===== src/mavg_pkg.sv =====
`timescale 1ns / 1ps

package mavg_pkg;

  // Width and reset value of the window_length register
  localparam int unsigned WIN_W = 7;
  localparam logic [WIN_W-1:0] WIN_RESET = 7'd8;

  // Controller to datapath
  typedef struct packed {
    logic load;      // write sample, advance ring, start summing
    logic rd_step;   // read and accumulate one held entry
    logic div_init;  // latch magnitude and sign of the sum
    logic div_step;  // one quotient bit
    logic out_load;  // place the quotient in the output register
  } mavg_cmd_t;

  // Datapath to controller
  typedef struct packed {
    logic sum_done;
    logic div_done;
    logic out_busy;
  } mavg_sts_t;

endpackage


===== src/mavg_if.sv =====
`timescale 1ns / 1ps

interface mavg_sample_if #(
  parameter int unsigned W = 16
);
  logic                valid;
  logic                ready;
  logic signed [W-1:0] sample;

  modport source (output valid, output sample, input ready);
  modport sink (input valid, input sample, output ready);
endinterface

interface mavg_average_if #(
  parameter int unsigned W = 16
);
  logic                valid;
  logic                ready;
  logic signed [W-1:0] average;

  modport source (output valid, output average, input ready);
  modport sink (input valid, input average, output ready);
endinterface

interface mavg_cfg_if;
  logic       valid;
  logic       ready;
  logic [6:0] window_length;

  modport source (output valid, output window_length, input ready);
  modport sink (input valid, input window_length, output ready);
endinterface


===== src/mavg_dp.sv =====
`timescale 1ns / 1ps

module mavg_dp
  import mavg_pkg::*;
#(
  parameter int unsigned MAX_WINDOW  = 64,
  parameter int unsigned SAMPLE_BITS = 16
) (
  input  logic                          clk_i,
  input  logic                          rst_ni,
  input  mavg_cmd_t                     cmd_i,
  output mavg_sts_t                     sts_o,
  input  logic signed [SAMPLE_BITS-1:0] sample_i,
  input  logic                          win_we_i,
  input  logic [WIN_W-1:0]              win_data_i,
  input  logic                          out_ready_i,
  output logic                          out_valid_o,
  output logic signed [SAMPLE_BITS-1:0] average_o
);

  localparam int unsigned CNT_W  = $clog2(MAX_WINDOW + 1);
  localparam int unsigned PTR_W  = (MAX_WINDOW > 1) ? $clog2(MAX_WINDOW) : 1;
  localparam int unsigned LIM_W  = ((CNT_W > WIN_W) ? CNT_W : WIN_W) + 1;
  localparam int unsigned SUM_W  = SAMPLE_BITS + CNT_W;
  localparam int unsigned DCNT_W = $clog2(SUM_W + 1);

  logic [SAMPLE_BITS-1:0]        mem_q [MAX_WINDOW];
  logic [SAMPLE_BITS-1:0]        rdata_q;
  logic                          rd_vld_q;
  logic [PTR_W-1:0]              wp_q, rd_ptr_q;
  logic [CNT_W-1:0]              held_q, held_d, rem_cnt_q;
  logic [WIN_W-1:0]              win_q;
  logic signed [SUM_W-1:0]       acc_q;
  logic [SUM_W-1:0]              quo_q, quo_d, acc_mag;
  logic [CNT_W-1:0]              rem_q, rem_d;
  logic [CNT_W:0]                shifted;
  logic                          neg_q, quo_bit;
  logic [DCNT_W-1:0]             div_cnt_q;
  logic                          out_valid_q;
  logic signed [SAMPLE_BITS-1:0] average_q, avg_d;
  logic [SAMPLE_BITS-1:0]        quo_low;
  logic [LIM_W-1:0]              limit, held_plus;

  // Clamp window to storage depth, then grow held count by one, capped at that limit
  always_comb begin
    limit = (LIM_W'(win_q) > LIM_W'(MAX_WINDOW)) ? LIM_W'(MAX_WINDOW) : LIM_W'(win_q);
    held_plus = LIM_W'(held_q) + LIM_W'(1);
    held_d = (held_plus > limit) ? CNT_W'(limit) : CNT_W'(held_plus);
  end

  // Restoring division step on the magnitude of the sum
  always_comb begin
    shifted = {rem_q, quo_q[SUM_W-1]};
    quo_bit = (shifted >= {1'b0, held_q});
    rem_d   = quo_bit ? CNT_W'(shifted - {1'b0, held_q}) : shifted[CNT_W-1:0];
    quo_d   = {quo_q[SUM_W-2:0], quo_bit};
    acc_mag = acc_q[SUM_W-1] ? SUM_W'(-acc_q) : SUM_W'(acc_q);
    quo_low = quo_q[SAMPLE_BITS-1:0];
    if (held_q == '0) begin
      avg_d = '0;
    end else if (neg_q) begin
      avg_d = signed'(SAMPLE_BITS'(-quo_low));
    end else begin
      avg_d = signed'(quo_low);
    end
  end

  // Sample store: one write port, one registered read port
  always_ff @(posedge clk_i) begin
    if (cmd_i.load) begin
      mem_q[wp_q] <= sample_i;
    end
    if (cmd_i.rd_step && rem_cnt_q != '0) begin
      rdata_q <= mem_q[rd_ptr_q];
    end
  end

  always_ff @(posedge clk_i or negedge rst_ni) begin
    if (!rst_ni) begin
      wp_q        <= '0;
      held_q      <= '0;
      win_q       <= WIN_RESET;
      rd_ptr_q    <= '0;
      rem_cnt_q   <= '0;
      rd_vld_q    <= 1'b0;
      acc_q       <= '0;
      div_cnt_q   <= '0;
      out_valid_q <= 1'b0;
    end else begin
      if (win_we_i) begin
        win_q <= win_data_i;
      end
      if (cmd_i.load) begin
        wp_q      <= (wp_q == PTR_W'(MAX_WINDOW - 1)) ? '0 : wp_q + PTR_W'(1);
        held_q    <= held_d;
        rd_ptr_q  <= wp_q;
        rem_cnt_q <= held_d;
        rd_vld_q  <= 1'b0;
        acc_q     <= '0;
      end else if (cmd_i.rd_step) begin
        if (rem_cnt_q != '0) begin
          rd_ptr_q  <= (rd_ptr_q == '0) ? PTR_W'(MAX_WINDOW - 1) : rd_ptr_q - PTR_W'(1);
          rem_cnt_q <= rem_cnt_q - CNT_W'(1);
          rd_vld_q  <= 1'b1;
        end else begin
          rd_vld_q <= 1'b0;
        end
        if (rd_vld_q) begin
          acc_q <= acc_q + {{(SUM_W - SAMPLE_BITS){rdata_q[SAMPLE_BITS-1]}}, rdata_q};
        end
      end
      if (cmd_i.div_init) begin
        div_cnt_q <= DCNT_W'(SUM_W);
      end else if (cmd_i.div_step) begin
        div_cnt_q <= div_cnt_q - DCNT_W'(1);
      end
      if (cmd_i.out_load) begin
        out_valid_q <= 1'b1;
      end else if (out_ready_i) begin
        out_valid_q <= 1'b0;
      end
    end
  end

  // Division and output payload registers
  always_ff @(posedge clk_i) begin
    if (cmd_i.div_init) begin
      neg_q <= acc_q[SUM_W-1];
      quo_q <= acc_mag;
      rem_q <= '0;
    end else if (cmd_i.div_step) begin
      quo_q <= quo_d;
      rem_q <= rem_d;
    end
    if (cmd_i.out_load) begin
      average_q <= avg_d;
    end
  end

  assign sts_o.sum_done = (rem_cnt_q == '0) && !rd_vld_q;
  assign sts_o.div_done = (div_cnt_q == '0);
  assign sts_o.out_busy = out_valid_q && !out_ready_i;
  assign out_valid_o    = out_valid_q;
  assign average_o      = average_q;

  held_le_depth: assert property (@(posedge clk_i) disable iff (!rst_ni)
    held_q <= CNT_W'(MAX_WINDOW))
    else $error("held count exceeds store depth");

  rem_below_divisor: assert property (@(posedge clk_i) disable iff (!rst_ni)
    cmd_i.div_step && held_q != '0 |=> rem_q < held_q)
    else $error("division remainder not below divisor");

  load_sets_valid: assert property (@(posedge clk_i) disable iff (!rst_ni)
    cmd_i.out_load |=> out_valid_q)
    else $error("result lost at output register");

endmodule


===== src/mavg_ctrl.sv =====
`timescale 1ns / 1ps

module mavg_ctrl
  import mavg_pkg::*;
(
  input  logic      clk_i,
  input  logic      rst_ni,
  input  logic      in_valid_i,
  output logic      in_ready_o,
  input  mavg_sts_t sts_i,
  output mavg_cmd_t cmd_o
);

  typedef enum logic [1:0] {
    S_IDLE,
    S_READ,
    S_DIV
  } state_e;

  state_e state_q;
  logic   in_ready_q;

  always_comb begin
    cmd_o = '0;
    case (state_q)
      S_IDLE: begin
        cmd_o.load = in_valid_i && in_ready_q;
      end
      S_READ: begin
        cmd_o.rd_step  = 1'b1;
        cmd_o.div_init = sts_i.sum_done;
      end
      S_DIV: begin
        cmd_o.div_step = !sts_i.div_done;
        cmd_o.out_load = sts_i.div_done && !sts_i.out_busy;
      end
      default: begin
        cmd_o = '0;
      end
    endcase
  end

  always_ff @(posedge clk_i or negedge rst_ni) begin
    if (!rst_ni) begin
      state_q    <= S_IDLE;
      in_ready_q <= 1'b1;
    end else begin
      case (state_q)
        S_IDLE: begin
          if (in_valid_i && in_ready_q) begin
            state_q    <= S_READ;
            in_ready_q <= 1'b0;
          end
        end
        S_READ: begin
          if (sts_i.sum_done) begin
            state_q <= S_DIV;
          end
        end
        S_DIV: begin
          if (sts_i.div_done && !sts_i.out_busy) begin
            state_q    <= S_IDLE;
            in_ready_q <= 1'b1;
          end
        end
        default: begin
          state_q    <= S_IDLE;
          in_ready_q <= 1'b1;
        end
      endcase
    end
  end

  assign in_ready_o = in_ready_q;

  load_starts_read: assert property (@(posedge clk_i) disable iff (!rst_ni)
    cmd_o.load |=> state_q == S_READ && !in_ready_q)
    else $error("accepted sample did not start a sum");

endmodule


===== src/moving_average_filter.sv =====
`timescale 1ns / 1ps

// Channel   Modport  Payload                    Transfer when
// smp_if    sink     sample [SAMPLE_BITS]       valid && ready
// avg_if    source   average [SAMPLE_BITS]      valid && ready
// cfg_if    sink     window_length [7]          valid && ready (ready tied high)
//
// Each transfer on smp_if yields one transfer on avg_if, in order.
// Throughput is set by the single read port of the sample store (one entry
// a cycle) and the one-bit-a-cycle divider; no new sample is taken until
// the result for the last one has gone into the output register.
// Reset clears ring position and held count; window_length returns to 8.
// A stalled result sits in the output register while the next sample is
// taken; only the final divide-to-output step waits on a free output slot.

module moving_average_filter
  import mavg_pkg::*;
#(
  parameter int unsigned MAX_WINDOW  = 64,
  parameter int unsigned SAMPLE_BITS = 16
) (
  input  logic clk_i,
  input  logic rst_ni,
  mavg_sample_if.sink    smp_if,
  mavg_average_if.source avg_if,
  mavg_cfg_if.sink       cfg_if
);

  mavg_cmd_t cmd;
  mavg_sts_t sts;

  // Configuration writes land directly in the window register
  assign cfg_if.ready = 1'b1;

  // Sequencer: accept, sweep the held entries, divide, hand off
  mavg_ctrl u_ctrl (
    .clk_i      (clk_i),
    .rst_ni     (rst_ni),
    .in_valid_i (smp_if.valid),
    .in_ready_o (smp_if.ready),
    .sts_i      (sts),
    .cmd_o      (cmd)
  );

  // Ring store, accumulator, serial divider and output register
  mavg_dp #(
    .MAX_WINDOW  (MAX_WINDOW),
    .SAMPLE_BITS (SAMPLE_BITS)
  ) u_dp (
    .clk_i       (clk_i),
    .rst_ni      (rst_ni),
    .cmd_i       (cmd),
    .sts_o       (sts),
    .sample_i    (smp_if.sample),
    .win_we_i    (cfg_if.valid),
    .win_data_i  (cfg_if.window_length),
    .out_ready_i (avg_if.ready),
    .out_valid_o (avg_if.valid),
    .average_o   (avg_if.average)
  );

endmodule

===== src/flat_wrapper.sv =====
// flat-port wrapper written by rule: the top's interface ports become plain ports
module moving_average_filter_flat import mavg_pkg::*;
#(
  parameter int unsigned MAX_WINDOW  = 64,
  parameter int unsigned SAMPLE_BITS = 16
)
  (clk_i, rst_ni, smp_if_valid, smp_if_sample, smp_if_ready, avg_if_valid, avg_if_average, avg_if_ready, cfg_if_valid, cfg_if_window_length, cfg_if_ready);
  mavg_sample_if smp_if_i ();
  mavg_average_if avg_if_i ();
  mavg_cfg_if cfg_if_i ();
  input  logic clk_i;
  input  logic rst_ni;
  input wire logic [$bits(smp_if_i.valid)-1:0] smp_if_valid;
  input wire logic [$bits(smp_if_i.sample)-1:0] smp_if_sample;
  output wire logic [$bits(smp_if_i.ready)-1:0] smp_if_ready;
  output wire logic [$bits(avg_if_i.valid)-1:0] avg_if_valid;
  output wire logic [$bits(avg_if_i.average)-1:0] avg_if_average;
  input wire logic [$bits(avg_if_i.ready)-1:0] avg_if_ready;
  input wire logic [$bits(cfg_if_i.valid)-1:0] cfg_if_valid;
  input wire logic [$bits(cfg_if_i.window_length)-1:0] cfg_if_window_length;
  output wire logic [$bits(cfg_if_i.ready)-1:0] cfg_if_ready;
  assign smp_if_i.valid = smp_if_valid;
  assign smp_if_i.sample = smp_if_sample;
  assign smp_if_ready = smp_if_i.ready;
  assign avg_if_valid = avg_if_i.valid;
  assign avg_if_average = avg_if_i.average;
  assign avg_if_i.ready = avg_if_ready;
  assign cfg_if_i.valid = cfg_if_valid;
  assign cfg_if_i.window_length = cfg_if_window_length;
  assign cfg_if_ready = cfg_if_i.ready;
  moving_average_filter #(.MAX_WINDOW(MAX_WINDOW), .SAMPLE_BITS(SAMPLE_BITS)) u_core (.clk_i(clk_i), .rst_ni(rst_ni), .smp_if(smp_if_i), .avg_if(avg_if_i), .cfg_if(cfg_if_i));
endmodule

===== config.mk =====
export PLATFORM = sky130hd
export DESIGN_NAME = moving_average_filter_flat
export DESIGN_NICKNAME = d
export VERILOG_FILES = /design/src/mavg_pkg.sv /design/src/mavg_if.sv /design/src/mavg_dp.sv /design/src/mavg_ctrl.sv /design/src/moving_average_filter.sv /design/src/flat_wrapper.sv
export SDC_FILE = /design/constraint.sdc
export NUM_CORES = 1
export LEC_CHECK = 0
export BUFFER_PORTS_ARGS = -buffer_cell sky130_fd_sc_hd__clkbuf_2
export CORE_MARGIN = 4
export CORE_UTILIZATION = 40
export DETAILED_ROUTE_END_ITERATION = 16
export GPL_ROUTABILITY_DRIVEN = 0
export SETUP_SLACK_MARGIN = 0.5
export SYNTH_ARGS = -nofsm -noshare
export SYNTH_HDL_FRONTEND = slang
export SYNTH_SLANG_ARGS = --single-unit

===== constraint.sdc =====
create_clock -name clk_i -period 6.7 [get_ports clk_i]
set_clock_uncertainty 0.15 [all_clocks]
set_input_delay 1.005 -clock clk_i [delete_from_list [all_inputs] [get_ports clk_i]]
set_output_delay 1.005 -clock clk_i [all_outputs]
set_load 0.005 [all_outputs]

* After elaboration in Yosys (flattened, before gate mapping)
Memory sizes are Yosys's and may differ from the RTL's. A register that Yosys moved wholly into a read port is not among the register bits.
Index checks and enable logic that the tools add are counted.
** Word-level totals
- Register bits :: 113
- Input bits :: 28
- Memories kept :: 1
- RAM bits :: 1024
** Memories
- u_core.u_dp.mem_q :: words 64, width 16, read ports 1, clocked after memory_dff 1, write ports 1, RTL line mavg_dp.sv:27 : logic [SAMPLE_BITS-1:0] mem_q [MAX_WINDOW];
** Cells by class
- Add/subtract/negate cells :: 9
- $lt $le $gt $ge :: 3
- Mux-type cells :: 37
- Bitwise logic cells :: 1
- Equality and inequality tests :: 6
- Reductions and logical operators :: 24
** Operator list (count)
- 23-bit 2-to-1 mux :: 6
- 7-bit 2-to-1 mux :: 6
- 6-bit 2-to-1 mux :: 5
- 23-bit adder :: 1
- 23-bit negator :: 1
- 16-bit 2-to-1 mux :: 1
- 16-bit negator :: 1
- 7-bit logical NOT :: 2
- 1-bit 2-to-1 mux :: 10
- 2-bit 2-to-1 mux :: 5
- 5-bit 2-to-1 mux :: 2
- 2-bit nonzero test :: 5
- 7-bit by 1-bit adder with 8-bit output (second input constant) :: 1
- 8-bit by 7-bit >= comparator with 1-bit output :: 1
- 8-bit by 7-bit greater-than comparator with 1-bit output :: 1
- 7-bit greater-than comparator (second input constant) :: 1
- 7-bit nonzero test :: 1
- 7-bit by 1-bit subtractor with 7-bit output (second input constant) :: 1
- 7-bit subtractor :: 1
- 6-bit by 1-bit adder with 6-bit output (second input constant) :: 1
- 6-bit == test (second input constant) :: 1
- 6-bit logical NOT :: 1
- 2-bit != test (second input constant) :: 3
- 2-bit case mux with 3 select lines :: 1
- other kinds (12) :: 21

* Logic depth before layout (Yosys ltp)
- Depth in word-level cells :: 7
- Gate-level depth with buffers :: 13
- Depth with buffers taken out :: 12

* Hierarchy
From an unflattened synthesis, not the netlist that was laid out.
** Unflattened totals
- Cell total of the unflattened synthesis :: 2744
- Area total of the unflattened synthesis :: 47798.3 um^2
** Modules (own cells, without submodules)
- mavg_dp :: cells each 2723, area an instance 47620.7 um^2, instances 1
- mavg_ctrl :: cells each 19, area an instance 166.4 um^2, instances 1
- moving_average_filter :: cells each 2, area an instance 11.3 um^2, instances 1

* Least setup slack after synthesis
OpenSTA, ideal clock, no wires.
- Path kind :: input-to-reg
- Start :: input smp_if_valid
- End :: memory u_core.u_dp.mem_q[36][0], enable pin
- Required time :: 6137 ps
- Setup slack :: 3344 ps
- Path buffers :: 0
- Data arrival time :: 2793 ps
- Library setup time :: 413 ps
- Cell stages on the path :: 4
- Cells stage by stage :: nand3_1 -> nor2_1 -> nand3_1 -> nor3b_1
** On the way
- Longest elaborated chain between the ends :: 4
** RTL lines
- start, declared :: RTL line flat_wrapper.sv:13 : input wire logic [$bits(smp_if_i.valid)-1:0] smp_if_valid;
- 1-bit logical AND :: RTL line mavg_ctrl.sv:27 : cmd_o.load = in_valid_i && in_ready_q;
- 1-bit 2-to-1 mux :: RTL line mavg_ctrl.sv:25 : case (state_q)
- 1-bit 2-to-1 mux :: RTL line mavg_dp.sv:70 : if (cmd_i.load) begin
- 1-bit 2-to-1 mux (not written as such) :: RTL line mavg_dp.sv:71 : mem_q[wp_q] <= sample_i;
- end, declared :: RTL line mavg_dp.sv:27
Every way passes these cells.

==> results.sh <==
export IMPL_status="finished, final reports clean"
export IMPL_irDropWorstVdd_v=0.000379
export IMPL_cts_tree="yes"
export IMPL_ios=47
export IMPL_yosys_warnings=0
export IMPL_htreeDepth=3
export IMPL_worst_path_buf_inv=2
export IMPL_grt_setup_unrepaired="no"
export IMPL_synth_cell_types=73
export IMPL_dpl_worst_slack_ns=2.52
export IMPL_cts_sinks=1153
export IMPL_die_w_um=353
export IMPL_synth_seq_area_share=0.719
export IMPL_syn_cell_area_sq_um=47600
export IMPL_cts_resized=0
export IMPL_yosys_top_cells_area="edfxtp_1 (68%), mux4_2 (11%), dfrtp_1 (3.4%)"
export IMPL_cts_max_path_buffers=3
export IMPL_start_util=0.403
export IMPL_finalWorstSetupSlack_ns=2.59
export IMPL_multi_input_area_sq_um=12600
export IMPL_ant_nets=0
export IMPL_cp_slowest_cell="dfrtp_4"
export IMPL_powerDensity_nw_per_um2=415
export IMPL_worstPathArrival_ns=4.41
export IMPL_syn_inst=2702
export IMPL_p_comb_frac=0.325
export IMPL_vias_per_cell=5.78
export IMPL_drv_slew=0
export IMPL_grt_pass1_vias=25945
export IMPL_tns_ns=0
export IMPL_syn_avg_cell_area_sq_um=17.6
export IMPL_syn_to_final_growth_pct=12.7
export IMPL_path_class="reg2reg"
export IMPL_drive_gt1_frac=0.196
export IMPL_p_int_w=0.0147
export IMPL_worst_skew_pair_late_latency_ns=0.70
export IMPL_globalRoute_totalOverflow=0
export IMPL_setup_viol=0
export IMPL_hold_viol_final=0
export IMPL_synth_edf_count=1080
export IMPL_rows=126
export IMPL_synth_seq_cells=1153
export IMPL_critPathLaunchType="register"
export IMPL_post_cts_buffers=0
export IMPL_cp_max_fo=57
export IMPL_fin_crit_ns=4.11
export IMPL_finalNonFillerCells=4447
export IMPL_cts_clk_slew_worst_paths_ns=0.06
export IMPL_hold_class="in2reg"
export IMPL_portBuffers=45
export IMPL_power_frac_seq=0.393
export IMPL_switching_share=0.338
export IMPL_hpwlAfterDp_um=71900
export IMPL_syn_num_nets=2777
export IMPL_p_sw_w=0.00754
export IMPL_max_slew_margin=0.110
export IMPL_cp_top_family="flip-flops"
export IMPL_antenna_found_initial=7
export IMPL_wl_um=119000
export IMPL_num_fill_cells=9971
export IMPL_tightestPinTransition_ns=1.34
export IMPL_max_stage_delay_ns=1.02
export IMPL_synth_common_cells="edfxtp_1 (1080), mux4_2 (222), nand2_1 (161), nor2_1 (146), mux2i_1 (136)"
export IMPL_grt_usage=0.188
export IMPL_synth_main_ff_cell="edfxtp_1"
export IMPL_register_area_sq_um=34200
export IMPL_fin_nets=2890
export IMPL_worst_setup_path_end_kind="register"
export IMPL_cts_made_buffers=112
export IMPL_drc=0
export IMPL_die_h_um=353
export IMPL_synth_top_area_share=0.682
export IMPL_power_leakage_nw=17.7
export IMPL_die_area_sq_um=125000
export IMPL_grt_pass1_wl_um=176000
export IMPL_fmax_ghz=0.243
export IMPL_dr_total_vias=25700
export IMPL_drt_initial_drc_count=2600
export IMPL_period_share=0.613
export IMPL_worstPathCellList="buf_12 > buf_4 > mux4_2 > o22ai_1 > mux4_2 > nor2_1"
export IMPL_placed_cells=4237
export IMPL_core_sq_um=118000
export IMPL_cts_root_buf="clkbuf_16"
export IMPL_dr_pass1_iters=6
export IMPL_synth_async_reset_ratio=0.0572
export IMPL_grt_max_degree=116
export IMPL_power_w=0.0223
export IMPL_holdBufCountCts=0
export IMPL_wl_per_cell_um=26.7
export IMPL_maxCapViolCount=0
export IMPL_power_share_clock=0.282
export IMPL_required_ns=7.00
export IMPL_crit_top_cell="mux4_2"
export IMPL_yosysMostFrequentCell="edfxtp_1"
export IMPL_synth_top_area_cell="edfxtp_1"
cells in the final DEF (no fill, tap or decap), types with 33 or more instances in the layout:
cell type / n
edfxtp_1: 1080
mux4_2: 222
nand2_1: 161
nor2_1: 145
mux2i_1: 136
clkbuf_16: 116
buf_4: 102
nand3_1: 80
o21ai_0: 77
a21oi_1: 65
o221ai_1: 65
dfrtp_1: 58
xor2_1: 47
o31ai_1: 47
ha_1: 45
clkbuf_2: 44
o22ai_1: 37
inv_1: 33
worst paths after layout:
check / end / depth (start not counted) / startpoint / slack, ns
setup / recovery: u_core.u_dp.rdata_q[13] / 6 / u_core.u_dp.rd_ptr_q[0] / 2.59
hold / removal: u_core.u_ctrl.in_ready_o / 2 / smp_if_valid / 0.33
setup reg to reg: u_core.u_dp.rdata_q[13] / 6 / u_core.u_dp.rd_ptr_q[0] / 2.59
hold reg to reg: u_core.u_dp.rem_q[6] / 2 / u_core.u_dp.rem_q[6] / 0.34
max in group asynchronous: u_core.u_dp.rd_ptr_q[1] / 2 / rst_ni / 5.26
min in group asynchronous: u_core.u_dp.win_q[0] / 2 / rst_ni / 0.37
layer usage:
| layer | up-vias | track usage | part of all wire |
|---|---|---|---|
| met5 | - | 0 | 0.00013 |
| met4 | 2 | 0.0577 | 0.029 |
| met3 | 187 | 0.0307 | 0.067 |
| met2 | 969 | 0.326 | 0.51 |
| met1 | 13404 | 0.245 | 0.40 |
| li1 | 11138 | - | - |
power by group through the flow:
stage / logic [W] / registers (W) / clock network [W]
final: 0.00724 / 0.00874 / 0.00629
after global routing: 0.00777 / 0.00878 / 0.00672
after CTS: 0.00728 / 0.00874 / 0.00641
after detailed placement: 0.00725 / 0.00889 / 0
after global placement: 0.00717 / 0.00889 / 0
after floorplan: 0.00518 / 0.00847 / 0
state kept, by name (all words and copies together) (netlist names), 7 cells and up:
signal                 count
u_core.u_dp.acc_q         23
u_core.u_dp.average_o     16
u_core.u_dp.held_q         7
u_core.u_dp.mem_q       1024
u_core.u_dp.quo_q         23
u_core.u_dp.rdata_q       16
u_core.u_dp.rem_cnt_q      7
u_core.u_dp.rem_q          7
u_core.u_dp.win_q          7
logic make-up after synthesis:
group / Yosys count / share of synthesized area
mux: 366 / 0.136
compound gates: 385 / 0.0549
fa+ha+maj: 47 / 0.0127
other cells: 1 / 0.0000788
xor+xnor: 70 / 0.0129
simple gates: 492 / 0.0473
flops: 1153 / 0.719
buf+inv: 188 / 0.0173
worst register-to-register path, stage by stage (launching register included):
cell and delay (ns):
dfrtp_4 1.02, buf_12 0.48, buf_4 0.61, mux4_2 0.60, o22ai_1 0.57, mux4_2 0.37
nor2_1 0.05
through the flow:
| step | area (sq um) | hold WS (ns) | utilization |
|---|---|---|---|
| finish | 53600 | 0.327 | 0.454 |
| global route | 53600 | 0.308 | 0.454 |
| CTS | 53600 | 0.286 | 0.454 |
| detailed placement | 49900 | 0.334 | 0.423 |
| global placement | 49900 | 0.310 | 0.423 |
| floorplan | 47600 | 0.295 | - |
layout make-up:
cell class                      instances  area share
Sequential cell                      1153       0.639
Multi-Input combinational cell       1361       0.234
Clock buffer                          136      0.0556
Tap cell                             1536      0.0359
Timing Repair Buffer                  152      0.0204
Clock inverter                         72      0.0127
Inverter                               35     0.00250
Antenna cell                            2   0.0000934
(Power assumes the default switching activity.)
